## config.mk

```make
export PLATFORM = sky130hd
export DESIGN_NAME = text_column_renderer
export DESIGN_NICKNAME = d
export VERILOG_FILES = /design/src/rtl/core/tcr_pkg.sv /design/src/rtl/core/tcr_ram.sv /design/src/rtl/core/tcr_emit.sv /design/src/rtl/core/tcr_seq.sv /design/src/rtl/core/text_column_renderer.sv
export SDC_FILE = /design/constraint.sdc
export NUM_CORES = 2
export LEC_CHECK = 0
export BUFFER_PORTS_ARGS = -buffer_cell sky130_fd_sc_hd__buf_2
export CAP_MARGIN = 30
export CELL_PAD_IN_SITES_DETAIL_PLACEMENT = 0
export CELL_PAD_IN_SITES_GLOBAL_PLACEMENT = 1
export CORE_MARGIN = 3
export CORE_UTILIZATION = 35
export CTS_BUF_LIST = sky130_fd_sc_hd__clkbuf_4 sky130_fd_sc_hd__clkbuf_8
export DETAILED_ROUTE_END_ITERATION = 6
export PLACE_DENSITY_LB_ADDON = 0.1
export SETUP_SLACK_MARGIN = 0.15
export SLEW_MARGIN = 15
export SYNTH_ARGS = -nofsm -noshare
export SYNTH_HDL_FRONTEND = slang
export SYNTH_SLANG_ARGS = --single-unit
```

## constraint.sdc

```tcl
create_clock -name clk -period 5 [get_ports clk]
set_clock_uncertainty 0.15 [all_clocks]
set_input_delay 0.75 -clock clk [delete_from_list [all_inputs] [get_ports clk]]
set_output_delay 0.75 -clock clk [all_outputs]
set_load 0.01 [all_outputs]
```

## src/rtl/core/tcr_pkg.sv

```systemverilog
// Shared types, codes and constants of the text column renderer.
`default_nettype none
package tcr_pkg;

	// Font store depth in bytes and visible panel width in columns
	localparam int FONT_DEPTH    = 512;
	localparam int PANEL_COLUMNS = 128;

	// Font store address width
	localparam int FA_W = $clog2(FONT_DEPTH);

	// Unreduced glyph base: code offset (8 bits) times width (at most 8)
	localparam int MAX_WIDTH = 8;
	localparam int BASE_W    = 11;
	localparam int BASE_SPAN = 1 << BASE_W;
	localparam int RED_W     = BASE_W + 2;

	// Restoring reduction of the base modulo FONT_DEPTH: one shifted depth per step
	localparam int RED_STEPS = $clog2((BASE_SPAN + FONT_DEPTH - 1) / FONT_DEPTH);
	localparam int RJ_W      = $clog2(RED_STEPS + 2);

	// Background and space columns in inverted video
	localparam logic [7:0] FILL_BYTE = 8'hFF;

	// Operation codes of an input item
	typedef enum logic [1:0] {
		OP_PRINT    = 2'd0,
		OP_PRINT_AT = 2'd1,
		OP_LOAD     = 2'd2
	} op_t;

	// Configuration register indexes
	typedef enum logic [1:0] {
		REG_GLYPH_WIDTH = 2'd0,
		REG_GLYPH_GAP   = 2'd1,
		REG_FIRST_CODE  = 2'd2
	} reg_idx_t;

	// One column write toward the panel
	typedef struct packed {
		logic       right_half;
		logic [2:0] page;
		logic [5:0] column;
		logic [7:0] pixels;
	} col_item_t;

	// Sequencer to output stage
	typedef struct packed {
		logic      push;
		logic      finish;
		col_item_t item;
	} emit_ctl_t;

	// Output stage to sequencer
	typedef struct packed {
		logic can_push;
		logic fin_ok;
	} emit_sts_t;

	// Font store access
	typedef struct packed {
		logic            we;
		logic [FA_W-1:0] waddr;
		logic [7:0]      wdata;
		logic            re;
		logic [FA_W-1:0] raddr;
	} ram_req_t;

endpackage
`default_nettype wire

```

## src/rtl/core/tcr_ram.sv

```systemverilog
// Generic single write, single registered read port RAM.
`default_nettype none
module tcr_ram #(
	parameter int WIDTH = 8,
	parameter int DEPTH = 512
) (
	input  wire logic                     clk,
	input  wire logic                     we,
	input  wire logic [$clog2(DEPTH)-1:0] waddr,
	input  wire logic [WIDTH-1:0]         wdata,
	input  wire logic                     re,
	input  wire logic [$clog2(DEPTH)-1:0] raddr,
	output logic      [WIDTH-1:0]         rdata
);

	logic [WIDTH-1:0] mem_q [DEPTH];

	// Write port
	always_ff @(posedge clk) begin
		if (we) begin
			mem_q[waddr] <= wdata;
		end
	end

	// Registered read, holds when not enabled
	always_ff @(posedge clk) begin
		if (re) begin
			rdata <= mem_q[raddr];
		end
	end

endmodule
`default_nettype wire

```

## src/rtl/core/tcr_emit.sv

```systemverilog
// Output stage: one held column write plus the output register, marks the last item.
`default_nettype none
module tcr_emit (
	input  wire logic                clk,
	input  wire logic                arst_n,
	input  wire tcr_pkg::emit_ctl_t  ctl,
	output tcr_pkg::emit_sts_t       sts,
	output logic                     out_valid,
	input  wire logic                out_ready,
	output logic                     right_half,
	output logic [2:0]               page,
	output logic [5:0]               column,
	output logic [7:0]               pixels,
	output logic                     last
);

	logic               hold_v_q;
	tcr_pkg::col_item_t hold_q;
	logic               out_v_q;
	tcr_pkg::col_item_t out_q;
	logic               last_q;
	logic               out_free;

	// The held item moves out once the next one arrives or the character ends
	assign out_free     = !out_v_q || out_ready;
	assign sts.can_push = !hold_v_q || out_free;
	assign sts.fin_ok   = !hold_v_q || out_free;

	// Control: valid flags
	always_ff @(posedge clk or negedge arst_n) begin
		if (!arst_n) begin
			hold_v_q <= 1'b0;
			out_v_q  <= 1'b0;
		end else begin
			if (ctl.push) begin
				hold_v_q <= 1'b1;
				if (hold_v_q) begin
					out_v_q <= 1'b1;
				end else if (out_ready) begin
					out_v_q <= 1'b0;
				end
			end else if (ctl.finish && hold_v_q && out_free) begin
				hold_v_q <= 1'b0;
				out_v_q  <= 1'b1;
			end else if (out_ready) begin
				out_v_q <= 1'b0;
			end
		end
	end

	// Payload
	always_ff @(posedge clk) begin
		if (ctl.push) begin
			hold_q <= ctl.item;
			if (hold_v_q) begin
				out_q  <= hold_q;
				last_q <= 1'b0;
			end
		end else if (ctl.finish && hold_v_q && out_free) begin
			out_q  <= hold_q;
			last_q <= 1'b1;
		end
	end

	assign out_valid  = out_v_q;
	assign right_half = out_q.right_half;
	assign page       = out_q.page;
	assign column     = out_q.column;
	assign pixels     = out_q.pixels;
	assign last       = last_q;

endmodule
`default_nettype wire

```

## src/rtl/core/tcr_seq.sv

```systemverilog
// Sequencer: cursor, configuration registers, base reduction and column walk.
`default_nettype none
module tcr_seq (
	input  wire logic                clk,
	input  wire logic                arst_n,
	input  wire logic                in_valid,
	output logic                     in_ready,
	input  wire logic [1:0]          op,
	input  wire logic [7:0]          char_code,
	input  wire logic                normal_video,
	input  wire logic [2:0]          start_page,
	input  wire logic [6:0]          start_column,
	input  wire logic [8:0]          store_addr,
	input  wire logic [7:0]          store_byte,
	input  wire logic                cfg_we,
	input  wire logic [1:0]          cfg_index,
	input  wire logic [7:0]          cfg_data,
	output tcr_pkg::ram_req_t        ram_req,
	input  wire logic [7:0]          ram_rdata,
	output tcr_pkg::emit_ctl_t       ctl,
	input  wire tcr_pkg::emit_sts_t  sts
);

	typedef enum logic [2:0] {
		S_IDLE,
		S_WRAP,
		S_FILL,
		S_REDUCE,
		S_RD,
		S_WR,
		S_GAP,
		S_DONE
	} state_t;

	state_t                        state_q;
	logic [3:0]                    gw_q;
	logic [2:0]                    gg_q;
	logic [7:0]                    first_q;
	logic [2:0]                    page_q;
	logic [7:0]                    col_q;
	logic [3:0]                    width_q;
	logic [2:0]                    gap_q;
	logic [3:0]                    gidx_q;
	logic [tcr_pkg::BASE_W-1:0]    base_q;
	logic [tcr_pkg::FA_W-1:0]      addr_q;
	logic                          normal_q;
	logic [tcr_pkg::RJ_W-1:0]      rj_q;

	logic                          accept;
	logic [3:0]                    width_in;
	logic [7:0]                    code_off;
	logic [tcr_pkg::BASE_W-1:0]    base_in;
	logic                          in_range;
	logic [7:0]                    col_inc;
	logic                          wraps;
	logic [tcr_pkg::RED_W-1:0]     red_sub;
	logic                          push_req;
	logic                          step_ok;

	assign in_ready = (state_q == S_IDLE);
	assign accept   = in_valid && in_ready;

	// Effective width, code offset and glyph base
	assign width_in = (gw_q > 4'(tcr_pkg::MAX_WIDTH)) ? 4'(tcr_pkg::MAX_WIDTH) : gw_q;
	assign code_off = char_code - first_q;
	assign base_in  = tcr_pkg::BASE_W'(code_off) * tcr_pkg::BASE_W'(width_in);

	// Cursor arithmetic
	assign in_range = col_q < 8'(tcr_pkg::PANEL_COLUMNS);
	assign col_inc  = (col_q == 8'hFF) ? col_q : col_q + 8'd1;
	assign wraps    = ({1'b0, col_q} + 9'(width_q)) > 9'(tcr_pkg::PANEL_COLUMNS - 1);

	// Shifted depth for the current reduction step
	assign red_sub = tcr_pkg::RED_W'(tcr_pkg::FONT_DEPTH) << (rj_q - tcr_pkg::RJ_W'(1));

	// Font store port
	always_comb begin
		ram_req.we    = accept && (tcr_pkg::op_t'(op) == tcr_pkg::OP_LOAD) &&
			(13'(store_addr) < 13'(tcr_pkg::FONT_DEPTH));
		ram_req.waddr = tcr_pkg::FA_W'(store_addr);
		ram_req.wdata = store_byte;
		ram_req.re    = (state_q == S_RD);
		ram_req.raddr = addr_q;
	end

	// Column writes toward the output stage
	always_comb begin
		push_req             = 1'b0;
		ctl.item.right_half  = col_q[6];
		ctl.item.page        = page_q;
		ctl.item.column      = col_q[5:0];
		ctl.item.pixels      = tcr_pkg::FILL_BYTE;
		case (state_q)
			S_FILL: push_req = in_range;
			S_WR: begin
				push_req        = in_range;
				ctl.item.pixels = normal_q ? ram_rdata : ~ram_rdata;
			end
			S_GAP: push_req = !normal_q && (gap_q != 3'd0) && in_range;
			default: push_req = 1'b0;
		endcase
		step_ok    = !push_req || sts.can_push;
		ctl.push   = push_req && sts.can_push;
		ctl.finish = (state_q == S_DONE);
	end

	// Sequencer and registers
	always_ff @(posedge clk or negedge arst_n) begin
		if (!arst_n) begin
			state_q  <= S_IDLE;
			gw_q     <= 4'd5;
			gg_q     <= 3'd0;
			first_q  <= 8'd32;
			page_q   <= 3'd0;
			col_q    <= 8'd0;
			width_q  <= 4'd0;
			gap_q    <= 3'd0;
			gidx_q   <= 4'd0;
			base_q   <= '0;
			addr_q   <= '0;
			normal_q <= 1'b1;
			rj_q     <= '0;
		end else begin
			// Configuration writes
			if (cfg_we) begin
				case (tcr_pkg::reg_idx_t'(cfg_index))
					tcr_pkg::REG_GLYPH_WIDTH: gw_q    <= cfg_data[3:0];
					tcr_pkg::REG_GLYPH_GAP:   gg_q    <= cfg_data[2:0];
					tcr_pkg::REG_FIRST_CODE:  first_q <= cfg_data;
					default: ;
				endcase
			end

			case (state_q)
				S_IDLE: begin
					if (accept) begin
						case (tcr_pkg::op_t'(op))
							tcr_pkg::OP_PRINT, tcr_pkg::OP_PRINT_AT: begin
								if (tcr_pkg::op_t'(op) == tcr_pkg::OP_PRINT_AT) begin
									page_q <= start_page;
									col_q  <= {1'b0, start_column};
								end
								width_q  <= width_in;
								gap_q    <= gg_q;
								base_q   <= base_in;
								normal_q <= normal_video;
								rj_q     <= tcr_pkg::RJ_W'(tcr_pkg::RED_STEPS);
								state_q  <= S_WRAP;
							end
							default: ;
						endcase
					end
				end
				// Glyph would pass the last column: wrap, filling first in inverted video
				S_WRAP: begin
					if (wraps) begin
						if (!normal_q) begin
							state_q <= S_FILL;
						end else begin
							col_q   <= 8'd0;
							page_q  <= page_q + 3'd1;
							state_q <= S_REDUCE;
						end
					end else begin
						state_q <= S_REDUCE;
					end
				end
				S_FILL: begin
					if (!in_range) begin
						col_q   <= 8'd0;
						page_q  <= page_q + 3'd1;
						state_q <= S_REDUCE;
					end else if (step_ok) begin
						col_q <= col_inc;
					end
				end
				// One compare and subtract per step brings the base below the depth
				S_REDUCE: begin
					if (rj_q == '0) begin
						addr_q <= tcr_pkg::FA_W'(base_q);
						gidx_q <= 4'd0;
						state_q <= (width_q == 4'd0) ? S_GAP : S_RD;
					end else begin
						if (tcr_pkg::RED_W'(base_q) >= red_sub) begin
							base_q <= tcr_pkg::BASE_W'(tcr_pkg::RED_W'(base_q) - red_sub);
						end
						rj_q <= rj_q - tcr_pkg::RJ_W'(1);
					end
				end
				S_RD: state_q <= S_WR;
				S_WR: begin
					if (step_ok) begin
						col_q  <= col_inc;
						addr_q <= (addr_q == tcr_pkg::FA_W'(tcr_pkg::FONT_DEPTH - 1)) ?
							'0 : addr_q + tcr_pkg::FA_W'(1);
						gidx_q <= gidx_q + 4'd1;
						state_q <= (gidx_q + 4'd1 == width_q) ? S_GAP : S_RD;
					end
				end
				S_GAP: begin
					if (gap_q == 3'd0) begin
						state_q <= S_DONE;
					end else if (step_ok) begin
						col_q <= col_inc;
						gap_q <= gap_q - 3'd1;
					end
				end
				S_DONE: begin
					if (sts.fin_ok) begin
						state_q <= S_IDLE;
					end
				end
				default: state_q <= S_IDLE;
			endcase
		end
	end

endmodule
`default_nettype wire

```

## src/rtl/core/text_column_renderer.sv

```systemverilog
// Top level of the text column renderer: sequencer, font store and output stage.
// Load (op 2) or unused op: input stays ready. Print: busy through the wrap check, any
// inverted fill columns, the base reduction, a read and a write state per glyph column,
// the gap columns and the finish of the character.
// Back-pressure stalls the walk once one column write waits held and one sits out.
// Reset (arst_n low) resets cursor, registers, valid flags at once; font store is not cleared.
`default_nettype none
module text_column_renderer (
	input  wire logic       clk,
	input  wire logic       arst_n,
	input  wire logic       in_valid,
	output logic            in_ready,
	input  wire logic [1:0] op,
	input  wire logic [7:0] char_code,
	input  wire logic       normal_video,
	input  wire logic [2:0] start_page,
	input  wire logic [6:0] start_column,
	input  wire logic [8:0] store_addr,
	input  wire logic [7:0] store_byte,
	output logic            out_valid,
	input  wire logic       out_ready,
	output logic            right_half,
	output logic [2:0]      page,
	output logic [5:0]      column,
	output logic [7:0]      pixels,
	output logic            last,
	input  wire logic       cfg_we,
	input  wire logic [1:0] cfg_index,
	input  wire logic [7:0] cfg_data
);

	tcr_pkg::ram_req_t  ram_req;
	logic [7:0]         ram_rdata;
	tcr_pkg::emit_ctl_t ctl;
	tcr_pkg::emit_sts_t sts;

	tcr_seq u_seq (
		.clk          (clk),
		.arst_n       (arst_n),
		.in_valid     (in_valid),
		.in_ready     (in_ready),
		.op           (op),
		.char_code    (char_code),
		.normal_video (normal_video),
		.start_page   (start_page),
		.start_column (start_column),
		.store_addr   (store_addr),
		.store_byte   (store_byte),
		.cfg_we       (cfg_we),
		.cfg_index    (cfg_index),
		.cfg_data     (cfg_data),
		.ram_req      (ram_req),
		.ram_rdata    (ram_rdata),
		.ctl          (ctl),
		.sts          (sts)
	);

	// Font store
	tcr_ram #(
		.WIDTH (8),
		.DEPTH (tcr_pkg::FONT_DEPTH)
	) u_font (
		.clk   (clk),
		.we    (ram_req.we),
		.waddr (ram_req.waddr),
		.wdata (ram_req.wdata),
		.re    (ram_req.re),
		.raddr (ram_req.raddr),
		.rdata (ram_rdata)
	);

	tcr_emit u_emit (
		.clk        (clk),
		.arst_n     (arst_n),
		.ctl        (ctl),
		.sts        (sts),
		.out_valid  (out_valid),
		.out_ready  (out_ready),
		.right_half (right_half),
		.page       (page),
		.column     (column),
		.pixels     (pixels),
		.last       (last)
	);

endmodule
`default_nettype wire

```

==> run summary <==
==========================================================================================
Final std cells w/o fill ....................................................        16200
Startpoint-to-endpoint class of the critical path ...........................   reg -> reg
Clock tree sinks ............................................................         4204
Buffers on Ports ............................................................           73
WL final ....................................................................     546.7 mm
Tmin final ..................................................................     4.795 ns
Post-detailed-placement half-perimeter wirelength ...........................     343.0 mm
Type of origin of the critical path .........................................    flip-flop
First drt pass iteration count ..............................................            5
Post-Syn Area ...............................................................   165100 µm²
Area growth from synthesis to final layout ..................................       17.77%
P per Cell Area ............................................................. 507.6 nW/µm²
# DRC .......................................................................            0
Top cells by area in the synthesized netlist ................................ sky130_fd_sc_hd__edfxtp_1 75%, sky130_fd_sc_hd__mux4_2 13%, sky130_fd_sc_hd__mux2i_1 2.0%, sky130_fd_sc_hd__nor2_1 1.5%, sky130_fd_sc_hd__dfrtp_1 0.89%
Number of clock buffers inserted by TritonCTS ...............................          719
Total congestion overflow ...................................................            0
Fraction of layout instances using a drive strength above 1 .................       32.73%
Critical Path RT ............................................................      5.98 ns
Number of nets with antenna violations after routing ........................            0
Clock tree from TritonCTS ...................................................        built
Fill cell total of the finished layout ......................................        41520
Final worst path period share ...............................................       95.91%
Finished Core Util ..........................................................       41.50%
Type of the worst min-delay path ............................................    in -> reg
Antenna violations before repair ............................................           46
Via count of the first global-routing pass ..................................        90740
Leakage power figure ........................................................     62.65 nW
Number of standard cells after synthesis ....................................         8022
Insertion delay of the later-clocked pin in the worst-skew pair .............      1.28 ns
Number of H-tree levels .....................................................            6
Post-synth ARST share .......................................................       1.499%
Final Power .................................................................    0.09871 W
Sequential-to-total area share from yosys stat ..............................       76.27%
Area share of the largest cell type after synthesis .........................       75.31%
Global placer's final weighted congestion ...................................       0.8140
Setup repair after global routing missed its margin .........................           no
Arrival @ worst endpoint ....................................................      5.77 ns
Number of max-capacitance violations reported ...............................            0
Overall die height ..........................................................     692.9 µm
Number of unique standard cell types used by synthesis ......................           84
Final-report setup violation count ..........................................            0
Achievable clock frequency ..................................................    208.5 MHz
Final max-slew violation count ..............................................            0
Cell taking the most area after synthesis ................................... sky130_fd_sc_hd__edfxtp_1
Area taken by multi-input logic gates .......................................    36350 µm²
Max Buffers Root-to-Sink ....................................................            4
Most used DFF post-synth .................................................... sky130_fd_sc_hd__edfxtp_1
Violation count after the first detailed-routing iteration ..................         9057
Final Net Count .............................................................         9538
Setup Fix Bufs, Post-CTS ....................................................            0
Number of enable-type register cells in the synthesized netlist .............         4141
Largest fanout on the critical path .........................................           23
Cell area reported after detailed placement .................................   180100 µm²
Wire length of the first global-routing pass ................................     755.7 mm
Critical path endpoint category .............................................    flip-flop
FF+latch count, synth .......................................................         4204
Drt wl/cell .................................................................     33.74 µm
Peak supply drop ............................................................  0.0003715 V
Die Span X ..................................................................     692.9 µm
Number of warnings issued by yosys ..........................................            0
Core box area ...............................................................   468600 µm²
Transition time at the pin with the least slew margin .......................     1.164 ns
Mean area per synthesized cell ..............................................    20.58 µm²
Inst Count DP ...............................................................        14850
Tightest slew margin relative to the limit ..................................       22.42%
Largest net degree at the start of global routing ...........................          146
Clock edge transition at the registers on the reported setup and hold paths .      0.06 ns
IO Count ....................................................................           74
Post-synthesis net count ....................................................         8124
Vias per std cell ...........................................................        5.413
Root buffer cell ............................................................ sky130_fd_sc_hd__clkbuf_8
Outcome .....................................................................    completed
Starting density of the core ................................................       35.24%
Die ar. .....................................................................   480100 µm²
Via count ...................................................................        87700
Overall global routing resource usage .......................................       22.47%
Final Hold Viols ............................................................            0
Summed area of non-filler cells in the final layout .........................   194500 µm²
Sequential cell area in the final layout ....................................   126000 µm²
Number of placement rows ....................................................          251
==========================================================================================
-- state kept, by name, summed over array words and instances (netlist names) --
register           cells
u_seq.state_q          3
u_emit.hold_q         18
u_emit.page            3
u_emit.pixels          8
u_emit.last            1
u_seq.rj_q             2
u_seq.width_q          4
u_font.rdata           8
u_emit.out_valid       1
u_emit.hold_v_q        1
u_seq.gap_q            3
u_seq.base_q           9
u_seq.gg_q             3
u_seq.gidx_q           4
u_seq.normal_q         1
u_emit.column          6
u_seq.gw_q             4
u_font.mem_q        4096
u_seq.page_q           3
u_seq.col_q            8
u_seq.first_q          8
u_emit.right_half      1
u_seq.addr_q           9
-- final timing paths --
path / startpoint / slack (ns) / to / cells after the start
worst max-delay path: u_seq.addr_q[0]$_DFFE_PN0P_ / 0.20 / u_font.rdata[0]$_DFFE_PP_ / 10
worst min-delay path: char_code[1] / 0.19 / u_seq.base_q[1]$_DFFE_PN0P_ / 6
worst max register to register: u_seq.addr_q[0]$_DFFE_PN0P_ / 0.20 / u_font.rdata[0]$_DFFE_PP_ / 10
worst min register to register: u_emit.hold_q[10]$_DFFE_PP_ / 0.23 / u_emit.column[2]$_DFFE_PP_ / 0
max in group asynchronous: arst_n / 3.79 / u_seq.addr_q[2]$_DFFE_PN0P_ / 4
min in group asynchronous: arst_n / 0.46 / u_seq.first_q[5]$_DFFE_PN1P_ / 3
-- logic make-up after synthesis --
group / share of synthesized area (%)
flip-flops: 76.27
buffers and inverters: 1.882
adder cells (fa/ha/maj): 0.4349
multiplexers: 15.18
AND/OR/NAND/NOR: 2.841
XOR/XNOR: 0.1432
AO/OA/AOI/OAI: 3.252
-- repair_timing --
action,in CTS,in global routing
gates resized for setup,0,0
hold buffers,61,0
hold endpoints to repair,678,0
-- routing by layer --
metal / wire length [µm] / vias to the layer above / global-route usage, %
li1: - / 36190 / -
met1: 241100 / 47780 / 32.35
met2: 260800 / 3053 / 36.26
met3: 34110 / 668 / 3.531
met4: 10650 / 4 / 4.615
met5: 26 / - / 0
-- through the flow --
step	setup WS (ns)	setup TNS (ns)	hold WS [ns]
2_1_floorplan	0.4393	0	0.2503
3_3_place_gp	-0.05412	-0.05412	0.2533
3_5_place_dp	0.1246	0	0.2554
4_1_cts	0.2661	0	0.02136
5_1_grt	0.2037	0	0.05155
6_report	0.2045	0	0.1886
-- final cells by class --
cell class | instances | share of cell area, %
Sequential cell | 4204 | 64.77
Clock buffer | 961 | 6.120
Tap cell | 6198 | 3.988
Multi-Input combinational cell | 3278 | 18.69
Clock inverter | 308 | 0.9220
Inverter | 55 | 0.1087
Timing Repair Buffer | 1178 | 5.373
Antenna cell | 20 | 0.02574
-- synth_stat cells (33+ instances only) --
cell type                     n
sky130_fd_sc_hd__ha_1        35
sky130_fd_sc_hd__inv_1       53
sky130_fd_sc_hd__a22oi_1    102
sky130_fd_sc_hd__o221ai_1    43
sky130_fd_sc_hd__nand2_1    220
sky130_fd_sc_hd__clkbuf_1   196
sky130_fd_sc_hd__nand3_1     45
sky130_fd_sc_hd__a221oi_1    76
sky130_fd_sc_hd__dfrtp_1     59
sky130_fd_sc_hd__edfxtp_1  4141
sky130_fd_sc_hd__nor2b_1     43
sky130_fd_sc_hd__o21ai_1     33
sky130_fd_sc_hd__buf_2      143
sky130_fd_sc_hd__buf_6       38
sky130_fd_sc_hd__mux2_2      58
sky130_fd_sc_hd__a211oi_1    65
sky130_fd_sc_hd__mux2i_1    326
sky130_fd_sc_hd__o22ai_1     53
sky130_fd_sc_hd__o21ai_0     77
sky130_fd_sc_hd__nor2_1     640
sky130_fd_sc_hd__a21oi_1    158
sky130_fd_sc_hd__nor3_1      54
sky130_fd_sc_hd__buf_4       47
sky130_fd_sc_hd__mux4_2     931
-- cells in the final DEF (no fill, tap or decap), types with 21 or more instances in the layout --
cell type,instances
sky130_fd_sc_hd__a211oi_1,65
sky130_fd_sc_hd__a21oi_1,157
sky130_fd_sc_hd__a221oi_1,76
sky130_fd_sc_hd__a22o_1,22
sky130_fd_sc_hd__a22oi_1,102
sky130_fd_sc_hd__buf_12,119
sky130_fd_sc_hd__buf_2,66
sky130_fd_sc_hd__buf_4,920
sky130_fd_sc_hd__clkbuf_4,212
sky130_fd_sc_hd__clkbuf_8,749
sky130_fd_sc_hd__clkinv_1,177
sky130_fd_sc_hd__clkinv_2,79
sky130_fd_sc_hd__clkinvlp_4,23
sky130_fd_sc_hd__dfrtp_1,51
sky130_fd_sc_hd__dlygate4sd3_1,60
sky130_fd_sc_hd__edfxtp_1,4141
sky130_fd_sc_hd__ha_1,35
sky130_fd_sc_hd__inv_1,53
sky130_fd_sc_hd__mux2_2,58
sky130_fd_sc_hd__mux2i_1,326
sky130_fd_sc_hd__mux4_2,931
sky130_fd_sc_hd__nand2_1,208
sky130_fd_sc_hd__nand2b_1,21
sky130_fd_sc_hd__nand3_1,40
sky130_fd_sc_hd__nor2_1,637
sky130_fd_sc_hd__nor2b_1,36
sky130_fd_sc_hd__nor3_1,54
sky130_fd_sc_hd__o21ai_0,77
sky130_fd_sc_hd__o21ai_1,33
sky130_fd_sc_hd__o221ai_1,42
sky130_fd_sc_hd__o22ai_1,53
-- where the power goes --
group	internal (W)	switching, W	total, W
clock network	0.0160	0.0142	0.0302
registers	0.0392	0.000677	0.0398
logic	0.0111	0.0176	0.0287
-- critical path, cell delays in order (launching register included) --
cell                        delay, ns
sky130_fd_sc_hd__dfrtp_4         1.03
sky130_fd_sc_hd__buf_12          0.31
sky130_fd_sc_hd__buf_4           0.38
sky130_fd_sc_hd__mux2i_1         0.14
sky130_fd_sc_hd__a221oi_1        0.62
sky130_fd_sc_hd__a22oi_1         0.16
sky130_fd_sc_hd__nor2_1          0.23
sky130_fd_sc_hd__a211oi_1        0.08
sky130_fd_sc_hd__buf_4           0.17
sky130_fd_sc_hd__a2111oi_2       0.92
sky130_fd_sc_hd__o22a_1          0.31
No activity file was read; power rests on OpenSTA's default activity.
